File: config.mk
export PLATFORM = sky130hd
export DESIGN_NAME = swml_front
export DESIGN_NICKNAME = d
export VERILOG_FILES = /design/src/hw/rtl/swml_pkg.sv /design/src/hw/rtl/swml_front.sv
export SDC_FILE = /design/constraint.sdc
export NUM_CORES = 1
export LEC_CHECK = 0
export ABC_AREA = 1
export BUFFER_PORTS_ARGS = -buffer_cell sky130_fd_sc_hd__buf_2
export CORE_MARGIN = 3
export CORE_UTILIZATION = 60
export CTS_CLUSTER_SIZE = 30
export DETAILED_ROUTE_END_ITERATION = 8
export PLACE_DENSITY = 0.87
export SYNTH_ARGS = -nofsm -noshare
export SYNTH_HDL_FRONTEND = slang
export SYNTH_SLANG_ARGS = --single-unit
export TNS_END_PERCENT = 50
File: constraint.sdc
create_clock -name clk -period 2.7 [get_ports clk]
set_input_delay 0.405 -clock clk [delete_from_list [all_inputs] [get_ports clk]]
set_output_delay 0.405 -clock clk [all_outputs]
set_load 0.05 [all_outputs]
File: src/hw/rtl/swml_pkg.sv
// Shared types and constants of the sliding window peak-level detector.
// Depends on nothing; imported by the top level, the front end and the back end.
`default_nettype none

package swml_pkg;

	localparam int SAMPLE_W = 16;
	localparam int LEVEL_W = 17;
	localparam int WL_CFG_W = 11;

	typedef logic signed [SAMPLE_W-1:0] sample_t;
	typedef logic signed [LEVEL_W-1:0] level_t;

	// One classified request on its way from the front end to the level queue.
	typedef struct packed {
		logic valid;
		level_t level;
	} level_req_t;

endpackage

`default_nettype wire

File: src/hw/rtl/swml_front.sv
// Front end: accepts sample pairs and turns each into one level value.
// Depends on swml_pkg; feeds the level queue.
`default_nettype none

module swml_front (
	input  logic                  clk,
	input  logic                  arst_n,
	input  logic                  push,
	output logic                  full,
	input  swml_pkg::sample_t     sample_left,
	input  swml_pkg::sample_t     sample_right,
	input  logic                  stereo_mode,
	output swml_pkg::level_req_t  req_s1,
	input  logic                  req_full
);
	import swml_pkg::*;

	logic valid_s1;
	level_t level_s1;
	logic advance;
	logic [LEVEL_W-1:0] ext_l;
	logic [LEVEL_W-1:0] ext_r;
	logic [LEVEL_W-1:0] abs_l;
	logic [LEVEL_W-1:0] abs_r;
	logic [LEVEL_W:0] sum;
	level_t level;

	assign advance = !valid_s1 || !req_full;
	assign full = !advance;

	always_comb begin
		ext_l = {sample_left[SAMPLE_W-1], sample_left};
		ext_r = {sample_right[SAMPLE_W-1], sample_right};
		abs_l = ext_l[LEVEL_W-1] ? (~ext_l + 1'b1) : ext_l;
		abs_r = ext_r[LEVEL_W-1] ? (~ext_r + 1'b1) : ext_r;
		sum = {1'b0, abs_l} + {1'b0, abs_r};
		// The halved sum of two magnitudes never exceeds 32768, so it stays
		// positive in the signed level format.
		level = stereo_mode ? level_t'(sum[LEVEL_W:1]) : level_t'(ext_l);
	end

	always_ff @(posedge clk or negedge arst_n) begin
		if (!arst_n) begin
			valid_s1 <= 1'b0;
		end else if (advance) begin
			valid_s1 <= push;
		end
	end

	always_ff @(posedge clk) begin
		if (advance && push) begin
			level_s1 <= level;
		end
	end

	assign req_s1.valid = valid_s1;
	assign req_s1.level = level_s1;

endmodule

`default_nettype wire

==> metrics.csv <==
metric,value,unit
Tcrit/Tclk final,0.9576,
Worst-path clk slew,0.06,ns
via count,2751,
XOR/XNOR Fraction of Synth Area,0.08400,
CTS tree,done,
Cell variety after synth,35,
FF/Latch Area,535.5,um2
Mean Syn Cell Area,6.148,um2
clk sinks,18,
worst path cell trace,buf_2 > inv_1 > ha_1 > inv_1 > nor2_2 > nand3_2 > o21ai_4 > nand2_1 > xor2_1 > ha_1 > buf_4 > nand2_1 > nand2_1 > inv_1 > nand2_1 > a21oi_2 > nand3b_1 > nand3_1 > nand2_1,
type of the most critical hold path,in2reg,
largest family of logic cells by synthesized area,simple AND/OR/NAND/NOR gates,
yosys warns,0,
Cells after DPL,522,
GRT Resource Usage Total,0.2493,
Fmax,386.8,MHz
required time worst endpoint,2.71,ns
DR WL/cell,12.13,um
antenna violations before repair,0,
drc violations,0,
Clock Tree Buf Depth,2,
Critical Path Sink Type,flop,
compound-gate portion of the synthesized area,0.09800,
Final Hold Vio Count,0,
share of the synthesized area in the top cell type,0.2190,
Initial DRT Pass Iterations,4,
status,finished clean,
P per Cell Area,447.9,nW/um2
ANT cells,0,
mean number of vias per cell,5.200,
routability cong.,0.9055,
Final TNS setup,0,ns
Critical Path Start,sample_left[1],
fin. max-slew vios,0,
multiplexer share of the synthesized area,0,
cts bufs inserted,3,
CTS root buf,clkbuf_8,
Crit path largest cell delay,0.34,ns
I/O pins,56,
Max IR drop VDD,0.1686,mV
Mapped Area,2502,um2
Die H,70.58,um
R2R Setup Slk,1.56,ns
Detailed Route WL,6.417,mm
hold_sp,push,
Worst Path Arrival,2.60,ns
Clock Latency Late Sink,0.25,ns
Core Region,3826,um2
Multi-input gate area,1737,um2
htree depth,1,
largest net degree at the start of global routing,20,
Final Skew,0.0005187,ns
Crit path top cell by count,nand2_1,
final net count,538,
grt ovf,0,
Post-synth ARST share,0.05556,
die area,4982,um2
Hold Slack,0.3542,ns
Crit Path Class,in2reg,
Reg2Reg Launch Point,valid_s1$_DFFE_PN0N_,
Iteration-0 DRC Markers,208,
Initial Util,0.6540,
Die Width,70.58,um
placed cell areas,2930,um2
fin area,3087,um2
critical path peak fanout,3,
Routed Antenna Nets,0,
number of enable flip-flop cells after synthesis,17,
total power,0.001383,W
Synth top cells by count,"nand2_1 (146), inv_1 (69), nor2_1 (28)",
sequential-to-total area share from yosys stat,0.2140,
Cells after Synth,407,
top-count cell post-synth,nand2_1,
largest area contributor in the netlist,nand2_1,
#FFs+latches synth,18,
area share of and/or/nand/nor cells after synthesis,0.3805,
Rows,22,
first-pass GRT wire length,10.21,mm
Setup Viol. Count Final,0,
RSZ-0062 raised after global routing,true,
PortBufs,55,
share of cells above drive strength 1,0.2328,
hpwl dp,5.172,mm
Critical-path top delay cell,ha_1,
max_cap viols,0,
top post-synthesis cells by area,"nand2_1 (22%), edfxtp_1 (20%), inv_1 (10%)",
Area Growth Syn to Fin,23.35,%
Adder-Cell Fraction of Synth Area,0.09800,
LEAKAGE,1.712,nW
number of fill cells,287,
critical path startpoint category,input pin,
final non-filler cell total,529,
main flop type after synthesis,edfxtp_1,
shortest period the worst path allows,2.585,ns
vias in the first global route,2536,
## stage by stage
stage / setup WS [ns] / utilization
CTS: 0.03348 / 0.7829
finish: 0.1146 / 0.8067
detailed placement: -0.2307 / 0.7659
global route: -0.03027 / 0.8067
global placement: -0.1213 / 0.7659
floorplan: 0.1799 / -
## timing repair
action,in CTS,in global routing
gates resized for setup,0,18
endpoints found under the setup margin,0,7
hold endpoints to repair,1,0
buffers inserted,0,2
hold buffers,1,0
## where the power goes
part / total (W) / internal [W] / switching, W
Sequential: 0.000350 / 0.000345 / 0.00000494
Clock: 0.000215 / 0.000130 / 0.0000857
Combinational: 0.000817 / 0.000294 / 0.000523
Total: 0.00138 / 0.000769 / 0.000614
## placed cells by master, fill, tap and decap left out, drive strengths merged
cell,instances
dlygate4sd3,1
and2,1
o31ai,1
edfxtp,17
xor2,14
fa,1
conb,2
clkinv,1
nand3,21
or2,2
nor3,8
nor4,2
xnor2,10
dfrtp,1
nand3b,3
nand2,153
nand4,2
clkbuf,4
a21oi,16
o211ai,2
nor2,30
ha,18
buf,74
inv,71
o22ai,4
o21ai,22
## cell type report
cell class,instances,share of cell area
multi-input cells,312,0.5626
well taps,48,0.01946
flip-flops and latches,18,0.1735
clock buffers,4,0.01784
inverters,72,0.08796
repair buffers,75,0.1386
## registers in the layout (all words and copies together), names as in the netlist
| register | cells |
|---|---|
| level_s1 | 17 |
| valid_s1 | 1 |
## path summary, 6_finish.rpt
kind	end	cells after the start
max	level_s1[12]$_DFFE_PP_	19
min	valid_s1$_DFFE_PN0N_	3
max reg2reg	level_s1[16]$_DFFE_PP_	4
min reg2reg	valid_s1$_DFFE_PN0N_	2
max in group asynchronous	valid_s1$_DFFE_PN0N_	2
min in group asynchronous	valid_s1$_DFFE_PN0N_	2
## critical path, delay by kind of cell
family	cells	cell delay, ns
xor+xnor	1	0.15
compound gates	2	0.31
fa+ha+maj	2	0.52
buf+inv	5	0.48
simple gates	9	0.73
## metal layers
metal,part of all wire,up-vias,global-route usage
met3,0.085,15,0.01989
met5,0,-,0
met2,0.47,122,0.4480
li1,-,1426,-
met1,0.42,1188,0.3142
met4,0.019,0,0.08559
## kinds of logic (layout without fill, tap and decap cells)
group / after synthesis / after routing
and+or+nand+nor: 222 / 222
buffers and inverters: 78 / 151
AOI/OAI and AO/OA: 45 / 45
xor gates and xnor gates: 24 / 24
adders and majority gates: 19 / 19
DFF: 18 / 18
other: 1 / 2
No activity file was read; power rests on OpenSTA's default activity.
