==> config.mk <==
export PLATFORM = sky130hd
export DESIGN_NAME = swml_fifo
export DESIGN_NICKNAME = d
export VERILOG_FILES = /design/src/hw/rtl/swml_fifo.sv
export SDC_FILE = /design/constraint.sdc
export NUM_CORES = 1
export LEC_CHECK = 0
export ABC_CLOCK_PERIOD_IN_PS = 5600
export BUFFER_PORTS_ARGS = -buffer_cell sky130_fd_sc_hd__buf_2
export CORE_MARGIN = 8
export CORE_UTILIZATION = 48
export DETAILED_ROUTE_END_ITERATION = 6
export HOLD_SLACK_MARGIN = 0.06
export PLACE_DENSITY = 0.72
export REMOVE_ABC_BUFFERS = 1
export SLEW_MARGIN = 30
export SYNTH_ARGS = -nofsm -noshare
export SYNTH_HDL_FRONTEND = slang
export SYNTH_SLANG_ARGS = --single-unit
==> constraint.sdc <==
create_clock -name clk -period 5.6 [get_ports clk]
set_input_delay 0.28 -clock clk [delete_from_list [all_inputs] [get_ports clk]]
set_output_delay 0.28 -clock clk [all_outputs]
set_load 0.01 [all_outputs]
==> src/hw/rtl/swml_fifo.sv <==
// Small synchronous queue with full and empty flags.
// Depends on nothing; used for the level queue and the result queue.
`default_nettype none

module swml_fifo #(
	parameter int WIDTH = 17,
	parameter int DEPTH = 4
) (
	input  logic             clk,
	input  logic             arst_n,
	input  logic             push,
	input  logic [WIDTH-1:0] wdata,
	output logic             full,
	input  logic             pop,
	output logic [WIDTH-1:0] rdata,
	output logic             empty
);
	localparam int PTR_W = (DEPTH > 1) ? $clog2(DEPTH) : 1;
	localparam int CNT_W = $clog2(DEPTH + 1);

	logic [WIDTH-1:0] mem_q [DEPTH];
	logic [PTR_W-1:0] wptr_q;
	logic [PTR_W-1:0] rptr_q;
	logic [CNT_W-1:0] count_q;
	logic do_push;
	logic do_pop;

	assign full = (count_q == CNT_W'(DEPTH));
	assign empty = (count_q == '0);
	assign do_push = push && !full;
	assign do_pop = pop && !empty;
	assign rdata = mem_q[rptr_q];

	always_ff @(posedge clk) begin
		if (do_push) begin
			mem_q[wptr_q] <= wdata;
		end
	end

	always_ff @(posedge clk or negedge arst_n) begin
		if (!arst_n) begin
			wptr_q <= '0;
			rptr_q <= '0;
			count_q <= '0;
		end else begin
			if (do_push) begin
				wptr_q <= (wptr_q == PTR_W'(DEPTH - 1)) ? '0 : wptr_q + 1'b1;
			end
			if (do_pop) begin
				rptr_q <= (rptr_q == PTR_W'(DEPTH - 1)) ? '0 : rptr_q + 1'b1;
			end
			if (do_push && !do_pop) begin
				count_q <= count_q + 1'b1;
			end else if (do_pop && !do_push) begin
				count_q <= count_q - 1'b1;
			end
		end
	end

endmodule

`default_nettype wire

==> results of run 1 <==
kinds of logic after synthesis:
kind of cell	share of synthesized area (%)
flip-flops	76.0
multiplexers	14.9
AND/OR/NAND/NOR	2.62
buffers and inverters	1.63
adder cells (fa/ha/maj)	3.26
XOR/XNOR	0.901
AO/OA/AOI/OAI	0.686
worst max-delay path by stage:
| stage | start | endpoint | slack (ns) |
|---|---|---|---|
| finish | count_q[0]$_DFFE_PN0P_ | count_q[2]$_DFFE_PN0P_ | 3.46 |
| CTS | count_q[0]$_DFFE_PN0P_ | count_q[2]$_DFFE_PN0P_ | 3.44 |
| global placement | count_q[0]$_DFFE_PN0P_ | count_q[2]$_DFFE_PN0P_ | 3.61 |
| detailed placement | count_q[0]$_DFFE_PN0P_ | count_q[2]$_DFFE_PN0P_ | 3.48 |
| floorplan | count_q[0]$_DFFE_PN0P_ | count_q[1]$_DFFE_PN0P_ | 3.67 |
| global route | count_q[0]$_DFFE_PN0P_ | count_q[2]$_DFFE_PN0P_ | 3.32 |
sequential cells by signal, indices dropped and copies added (netlist names):
| name | cells |
|---|---|
| mem_q | 68 |
| count_q | 3 |
| rptr_q | 2 |
| wptr_q | 2 |
power groups by stage:
stage / clock network [mW] / registers (mW) / logic, mW
2_1_floorplan: 0 / 0.842 / 0.333
3_3_place_gp: 0 / 0.831 / 0.517
3_5_place_dp: 0 / 0.844 / 0.538
4_1_cts: 0.343 / 0.832 / 0.541
5_1_grt: 0.368 / 0.844 / 0.575
6_report: 0.334 / 0.830 / 0.525
cells in the final DEF, fill, tap and decap left out, drive strengths merged, types with 2 or more instances in the layout:
cell type / netlist / layout
nor3: 2 / 2
xor2: 2 / 2
inv: 3 / 3
mux4: 17 / 17
nor2: 3 / 3
clkinvlp: 0 / 2
edfxtp: 68 / 68
buf: 4 / 40
ha: 6 / 6
dfrtp: 7 / 7
and2: 3 / 3
mux2: 4 / 4
clkbuf: 0 / 10
clkinv: 0 / 4
metal layers:
layer	global-route usage [%]	share of wire, %	up-vias
met4	6.34	1.3	0
met3	4.00	7.1	7
met1	12.5	40	693
met2	20.0	52	37
met5	0	0	-
li1	-	-	605
critical path: cells and delay by family (launching register included):
family / cells / cell delay (ns)
compound gates: 1 / 0.44
simple gates: 1 / 0.11
xor+xnor: 2 / 0.32
buf+inv: 1 / 0.07
fa+ha+maj: 2 / 0.65
flops: 1 / 0.48
metrics by stage:
step | setup slack [ns] | area, µm² | power, mW
after floorplan | 3.67 | 2880 | 1.17
after global routing | 3.32 | 3360 | 1.79
after global placement | 3.61 | 3180 | 1.35
after CTS | 3.44 | 3360 | 1.72
final | 3.46 | 3360 | 1.69
after detailed placement | 3.48 | 3190 | 1.38
layout make-up:
class,instances,area share (%)
Clock buffer,10,3.80
Clock inverter,6,0.969
Inverter,3,0.336
Multi-Input combinational cell,44,19.7
Sequential cell,75,66.1
Tap cell,75,2.80
Timing Repair Buffer,41,6.34
==> out/qor.txt, run 1 <==
YOSYS
----------------------------------------------------------------------------------------
Post-Synthesis Cells ......................................................          126
Netlist cell types ........................................................           22
Count of synthesis-stage warnings from yosys ..............................            0
Mapped Area ...............................................................     2920 µm²
Synthesized area divided by synthesized cell count ........................     23.2 µm²
Count of flip-flops with a built-in enable after synthesis ................           68
Most frequent cell after synthesis ........................................ sky130_fd_sc_hd__edfxtp_1
Cell taking the most area after synthesis ................................. sky130_fd_sc_hd__edfxtp_1
Register bit total from synthesis .........................................           75
Dominant synthesized flop cell ............................................ sky130_fd_sc_hd__edfxtp_1
Share of flip-flops with an asynchronous set or reset .....................        9.33%
Most frequent cells after synthesis ....................................... sky130_fd_sc_hd__edfxtp_1 (68), sky130_fd_sc_hd__mux4_2 (17), sky130_fd_sc_hd__dfrtp_1 (7)
Largest cells by area after synthesis ..................................... sky130_fd_sc_hd__edfxtp_1 (70%), sky130_fd_sc_hd__mux4_2 (13%), sky130_fd_sc_hd__dfrtp_1 (6.0%)
Sequential fraction of the synthesis area .................................        76.0%
Synth top area share ......................................................        70.0%

WORST HOLD PATH
----------------------------------------------------------------------------------------
Hold Crit Start ...........................................................     wdata[3]
Worst hold endpoint ....................................................... mem_q[2][3]$_DFFE_PP_
Worst Hold Class .......................................................... primary input to register
Hold depth ................................................................            1

GRT
----------------------------------------------------------------------------------------
GRT Total Usage ...........................................................        11.7%
Total congestion overflow .................................................            0
Wire length of the first global-routing pass ..............................      7.60 mm
Pin count of the biggest net entering global routing ......................           21
Vias in the first global route ............................................        1,533
Number of antenna violations at the first check in global routing .........            0

LAYOUT
----------------------------------------------------------------------------------------
Area delta synth->final ...................................................        15.0%
Layout Cells excl Fill ....................................................          254
FF/Latch Area .............................................................     2220 µm²
Final Util ................................................................        57.0%
Final-layout fill cell count ..............................................          442
Fraction of final layout cells with drive strength greater than 1 .........        43.0%
Combined area of the multi-input logic cells ..............................      661 µm²
Number of antenna diodes ..................................................            0
Number of nets in the layout ..............................................          202

POWER
----------------------------------------------------------------------------------------
Proportion of power drawn by the clock network ............................        19.8%
Switching part of the total power .........................................        30.8%
Switching power of the nets ...............................................       519 µW
Internal power contribution ...............................................      1.17 mW
P per Cell Area ...........................................................   503 nW/µm²
P_leak ....................................................................      1.20 nW
Combinational power share .................................................        31.1%
VDD IR max ................................................................       268 µV
Sequential power share ....................................................        49.1%

FLOORPLANNING
----------------------------------------------------------------------------------------
Floorplan die height ......................................................      94.0 µm
Standard-cell row count ...................................................           28
Area of the core ..........................................................     5890 µm²
Starting Density ..........................................................        49.6%
Die Outline Area ..........................................................     8830 µm²
Overall die width .........................................................      94.0 µm
I/O pin total .............................................................           40

CLOCK NETWORK
----------------------------------------------------------------------------------------
Clock sink total ..........................................................           75
Clock transition at path regs .............................................      0.07 ns
TritonCTS clock tree ......................................................         done
Setup fix buffers added after clock tree synthesis ........................            0
Root Driver ............................................................... sky130_fd_sc_hd__clkbuf_8
Source-to-sink clock delay at the later pin of the worst-skew pair ........      0.33 ns
Number of gates resized after CTS .........................................            0
Hold_buf cts ..............................................................            1
CTS buffer count ..........................................................            9
Clock buffer depth ........................................................            2
H-Tree Depth ..............................................................            3

WORST SETUP PATH
----------------------------------------------------------------------------------------
Launch point of the worst reg-to-reg path ................................. count_q[0]$_DFFE_PN0P_
Cell occurring most often along the worst timing path ..................... sky130_fd_sc_hd__xor2_1
Required time at the worst-slack endpoint .................................      5.86 ns
Data arrival, critical path ...............................................      2.40 ns
Slowest Stage Delay on Critical Path ......................................      0.48 ns
Kind of end point of the critical path ....................................     register
Critical Path Start Type ..................................................     register
Highest fanout seen on the critical path ..................................            5
Register-to-register setup slack ..........................................      3.46 ns
Number of cell instances on the worst register-to-register path ...........            7
Classification of the worst setup path .................................... register to register
Critical path cell sequence ............................................... o31ai_2 -> ha_1 -> inv_1 -> fa_1 -> xor2_1 -> nor2_1 -> xor2_1
Standard cell with the maximum stage delay on the critical path ........... sky130_fd_sc_hd__dfrtp_1
Endpoint of the most critical register-to-register path ................... count_q[2]$_DFFE_PN0P_

PLACEMENT
----------------------------------------------------------------------------------------
Total half-perimeter wirelength after legalization and detailed placement .      3.15 mm
Count of input and output buffers .........................................           39
Placed cell count .........................................................          237
Global placer's final weighted congestion .................................        0.693

STATUS
----------------------------------------------------------------------------------------
Run status ................................................................ finished, final reports clean

ROUTE
----------------------------------------------------------------------------------------
Wire per inst .............................................................      18.9 µm
Number of optimization iterations in the first detailed-route pass ........            4
Remaining DRCs ............................................................            0
Number of routed nets with antenna violations .............................            0
Total vias in the final route .............................................        1,342
Starting DRC count in detailed routing ....................................           73
Detail-routed via count per cell ..........................................         5.28
Routed Wire Length ........................................................      4.79 mm

TIMING
----------------------------------------------------------------------------------------
Max-slew violations .......................................................            0
Final cycle utilization of the critical path ..............................        38.2%
Transition time at the pin with the least slew margin .....................     0.932 ns
Post-layout minimum cycle time ............................................      2.14 ns
Setup repair after global routing missed its margin .......................           no
Worst clock skew on the final layout ......................................   0.00509 ns
Final sum of negative setup slack .........................................         0 ns
Final hold violation count ................................................            0
Fmax ......................................................................      467 MHz
Smallest hold slack .......................................................     0.159 ns
Final-report setup violation count ........................................            0
Worst slew slack as a fraction of its limit ...............................        37.8%

RUN
----------------------------------------------------------------------------------------
Count of max-cap constraint violations ....................................            0

No activity file was read; power rests on OpenSTA's default activity.
==> run 2: changes to the inputs <==
- ABC_CLOCK_PERIOD_IN_PS: 5600 -> 2180
- clock period: 5.6 -> 2.18 ns (I/O delays scaled with it)
==> run 2 against run 1 <==
Net effect:
- largest power group unchanged
- cell count up 9.1%
- global-route usage up 0.82 points
- non-clock buffer count is 23 higher
- die area unchanged
- critical path depth stayed put
- sequential share of layout area decreased by 5.1 points
- setup slack worse by 3.3 ns
- highest routed layer unchanged
- total power rose to 2.7 times the previous value
- combinational power rose to 2.9 times the previous value
- via count is 5.2% higher
==> out/qor.txt, run 2 (synthesized netlist as in run 1, its figures left out) <==
WORST SETUP PATH
----------------------------------------------------------------------------------------
Critical Path Start Type ..................................................     register
Critical path cell sequence ............................................... o31ai_2 -> ha_1 -> inv_1 -> fa_1 -> xor2_1 -> nor2_1 -> xor2_1
Slowest Stage Delay on Critical Path ......................................      0.48 ns   about the same
Highest fanout seen on the critical path ..................................            5   unchanged
Cell occurring most often along the worst timing path ..................... sky130_fd_sc_hd__xor2_1
Classification of the worst setup path .................................... register to register
Data arrival, critical path ...............................................      2.28 ns   -0.12 ns
Required time at the worst-slack endpoint .................................      2.44 ns   -3.42 ns
Standard cell with the maximum stage delay on the critical path ........... sky130_fd_sc_hd__dfrtp_1
Kind of end point of the critical path ....................................     register

FLOORPLANNING
----------------------------------------------------------------------------------------
Starting Density ..........................................................        49.6%   unchanged
Standard-cell row count ...................................................           28   unchanged
Die Outline Area ..........................................................     8830 µm²   unchanged
Area of the core ..........................................................     5890 µm²   unchanged
Overall die width .........................................................      94.0 µm   unchanged
Floorplan die height ......................................................      94.0 µm   unchanged
I/O pin total .............................................................           40   unchanged

PLACEMENT
----------------------------------------------------------------------------------------
Count of input and output buffers .........................................           39   unchanged
Global placer's final weighted congestion .................................        0.757   +9.3%
Total half-perimeter wirelength after legalization and detailed placement .      3.26 mm   +3.5%

CLOCK NETWORK
----------------------------------------------------------------------------------------
Root Driver ............................................................... sky130_fd_sc_hd__clkbuf_8
Clock sink total ..........................................................           75   unchanged
TritonCTS clock tree ......................................................         done
CTS buffer count ..........................................................            9   unchanged
Setup fix buffers added after clock tree synthesis ........................            0   unchanged
Clock buffer depth ........................................................            2   unchanged
H-Tree Depth ..............................................................            3   unchanged
Clock transition at path regs .............................................      0.08 ns   about the same
Source-to-sink clock delay at the later pin of the worst-skew pair ........      0.34 ns   about the same

WORST HOLD PATH
----------------------------------------------------------------------------------------
Worst Hold Class .......................................................... primary input to async pin

GRT
----------------------------------------------------------------------------------------
Pin count of the biggest net entering global routing ......................           21   unchanged
Vias in the first global route ............................................        1,613   +5.2%
Total congestion overflow .................................................            0   unchanged
Number of antenna violations at the first check in global routing .........            0   unchanged
Wire length of the first global-routing pass ..............................      8.18 mm   +7.5%
GRT Total Usage ...........................................................        12.5%   +0.82 points

TIMING
----------------------------------------------------------------------------------------
Smallest hold slack .......................................................     0.120 ns   -0.0384 ns
Final sum of negative setup slack .........................................         0 ns   unchanged
Worst clock skew on the final layout ......................................    0.0102 ns   +0.00508 ns
Worst slew slack as a fraction of its limit ...............................        75.5%   +38 points
Final cycle utilization of the critical path ..............................        92.5%   +54 points
Max-slew violations .......................................................            0   unchanged
Final hold violation count ................................................            0   unchanged
Setup repair after global routing missed its margin .......................           no
Final-report setup violation count ........................................            0   unchanged
Fmax ......................................................................      496 MHz   +6.2%
Post-layout minimum cycle time ............................................      2.02 ns   -0.125 ns
Transition time at the pin with the least slew margin .....................     0.368 ns   -0.565 ns

POWER
----------------------------------------------------------------------------------------
P_leak ....................................................................      1.33 nW   +11%
VDD IR max ................................................................       683 µV   +150%
P per Cell Area ...........................................................  1270 nW/µm²   +150%

LAYOUT
----------------------------------------------------------------------------------------
Fraction of final layout cells with drive strength greater than 1 .........        42.6%   -0.44 points
Final-layout fill cell count ..............................................          429   -2.9%
Final Util ................................................................        61.8%   +4.8 points
Largest registers ......................................................... mem_q x68, count_q x3
Number of antenna diodes ..................................................            0   unchanged
Largest reg by FF count ...................................................        mem_q
Combined area of the multi-input logic cells ..............................      656 µm²   -0.76%
Commonest non-fill, non-tap cell in the layout ............................ sky130_fd_sc_hd__edfxtp_1
Area delta synth->final ...................................................        24.6%
Leading cell types in the layout, fill and taps excluded .................. sky130_fd_sc_hd__edfxtp_1 (68), sky130_fd_sc_hd__buf_2 (39), sky130_fd_sc_hd__dlygate4sd3_1 (18)
Number of nets in the layout ..............................................          225   +11%
Max FFs per register ......................................................           68   unchanged
FF/Latch Area .............................................................     2220 µm²   unchanged

ROUTE
----------------------------------------------------------------------------------------
Total vias in the final route .............................................        1,412   +5.2%
Number of routed nets with antenna violations .............................            0   unchanged
Starting DRC count in detailed routing ....................................           45   -38%
Detail-routed via count per cell ..........................................         5.10   -3.5%
Remaining DRCs ............................................................            0   unchanged
Wire per inst .............................................................      17.6 µm   -6.6%
Number of optimization iterations in the first detailed-route pass ........            4   unchanged
Routed Wire Length ........................................................      4.88 mm   +1.9%

STATUS
----------------------------------------------------------------------------------------
Run status ................................................................ finished, final reports clean

RUN
----------------------------------------------------------------------------------------
Count of max-cap constraint violations ....................................            0   unchanged

[run 2: path summary, 6_finish.rpt]
kind                                         from                      to  slack, ns  cells after the start
max                        count_q[0]$_DFFE_PN0P_  count_q[2]$_DFFE_PN0P_       0.16                      7
min                                        arst_n  count_q[1]$_DFFE_PN0P_       0.12                      2
max reg2reg                count_q[0]$_DFFE_PN0P_  count_q[2]$_DFFE_PN0P_       0.16                      7
min reg2reg                count_q[2]$_DFFE_PN0P_  count_q[2]$_DFFE_PN0P_       0.54                      1
max in group asynchronous                  arst_n   wptr_q[1]$_DFFE_PN0P_       1.90                      2
min in group clk                              pop   rptr_q[0]$_DFFE_PN0P_       0.21                      4
[run 2: worst max-delay path, delay by kind of cell (launching register included)]
| kind | cells | cell delay [ns] |
|---|---|---|
| adder cells (fa/ha/maj) | 2 | 0.63 |
| XOR/XNOR | 2 | 0.31 |
| AND/OR/NAND/NOR | 1 | 0.13 |
| buffers and inverters | 1 | 0.06 |
| AO/OA/AOI/OAI | 1 | 0.32 |
| flip-flops | 1 | 0.48 |
[run 2: area by class of cell]
class | instances | area share [%]
sequential | 75 | 61.0
multi-input combinational | 44 | 18.0
timing repair buffer | 64 | 12.8
clock buffer | 9 | 3.41
tap | 75 | 2.58
clock inverter | 7 | 1.89
inverter | 3 | 0.310
[run 2: where the power goes]
part / switching (mW) / leakage (nW) / internal (mW) / total (mW)
clock: 0.484 / 0.0950 / 0.523 / 1.01
sequential: 0.154 / 0.705 / 1.92 / 2.07
combinational: 0.747 / 0.528 / 0.777 / 1.52
total: 1.38 / 1.33 / 3.22 / 4.60
[run 2: repair_timing]
item                       in CTS  in global routing
resized for setup               0                  0
hold endpoints to repair       75                  0
setup endpoints to repair       0                  0
hold buffers                   18                  0
[run 2: metal layers]
metal | part of all wire, % | track usage (%) | routed length [µm]
met3 | 5.8 | 3.36 | 282
met4 | 2.1 | 7.53 | 103
met1 | 41 | 14.1 | 1980
met2 | 52 | 20.8 | 2520
met5 | 0 | 0 | 0
[run 2: through the flow]
stage | setup WS [ns] | instance area [µm²] | power [mW] | std cells
final | 0.164 | 3640 | 4.60 | 277
after global routing | 0.0156 | 3640 | 4.87 | 277
after CTS | 0.146 | 3640 | 4.67 | 277
after floorplan | 0.252 | 2880 | 3.02 | 122
after global placement | 0.278 | 3260 | 3.54 | 243
after detailed placement | 0.172 | 3260 | 3.63 | 243
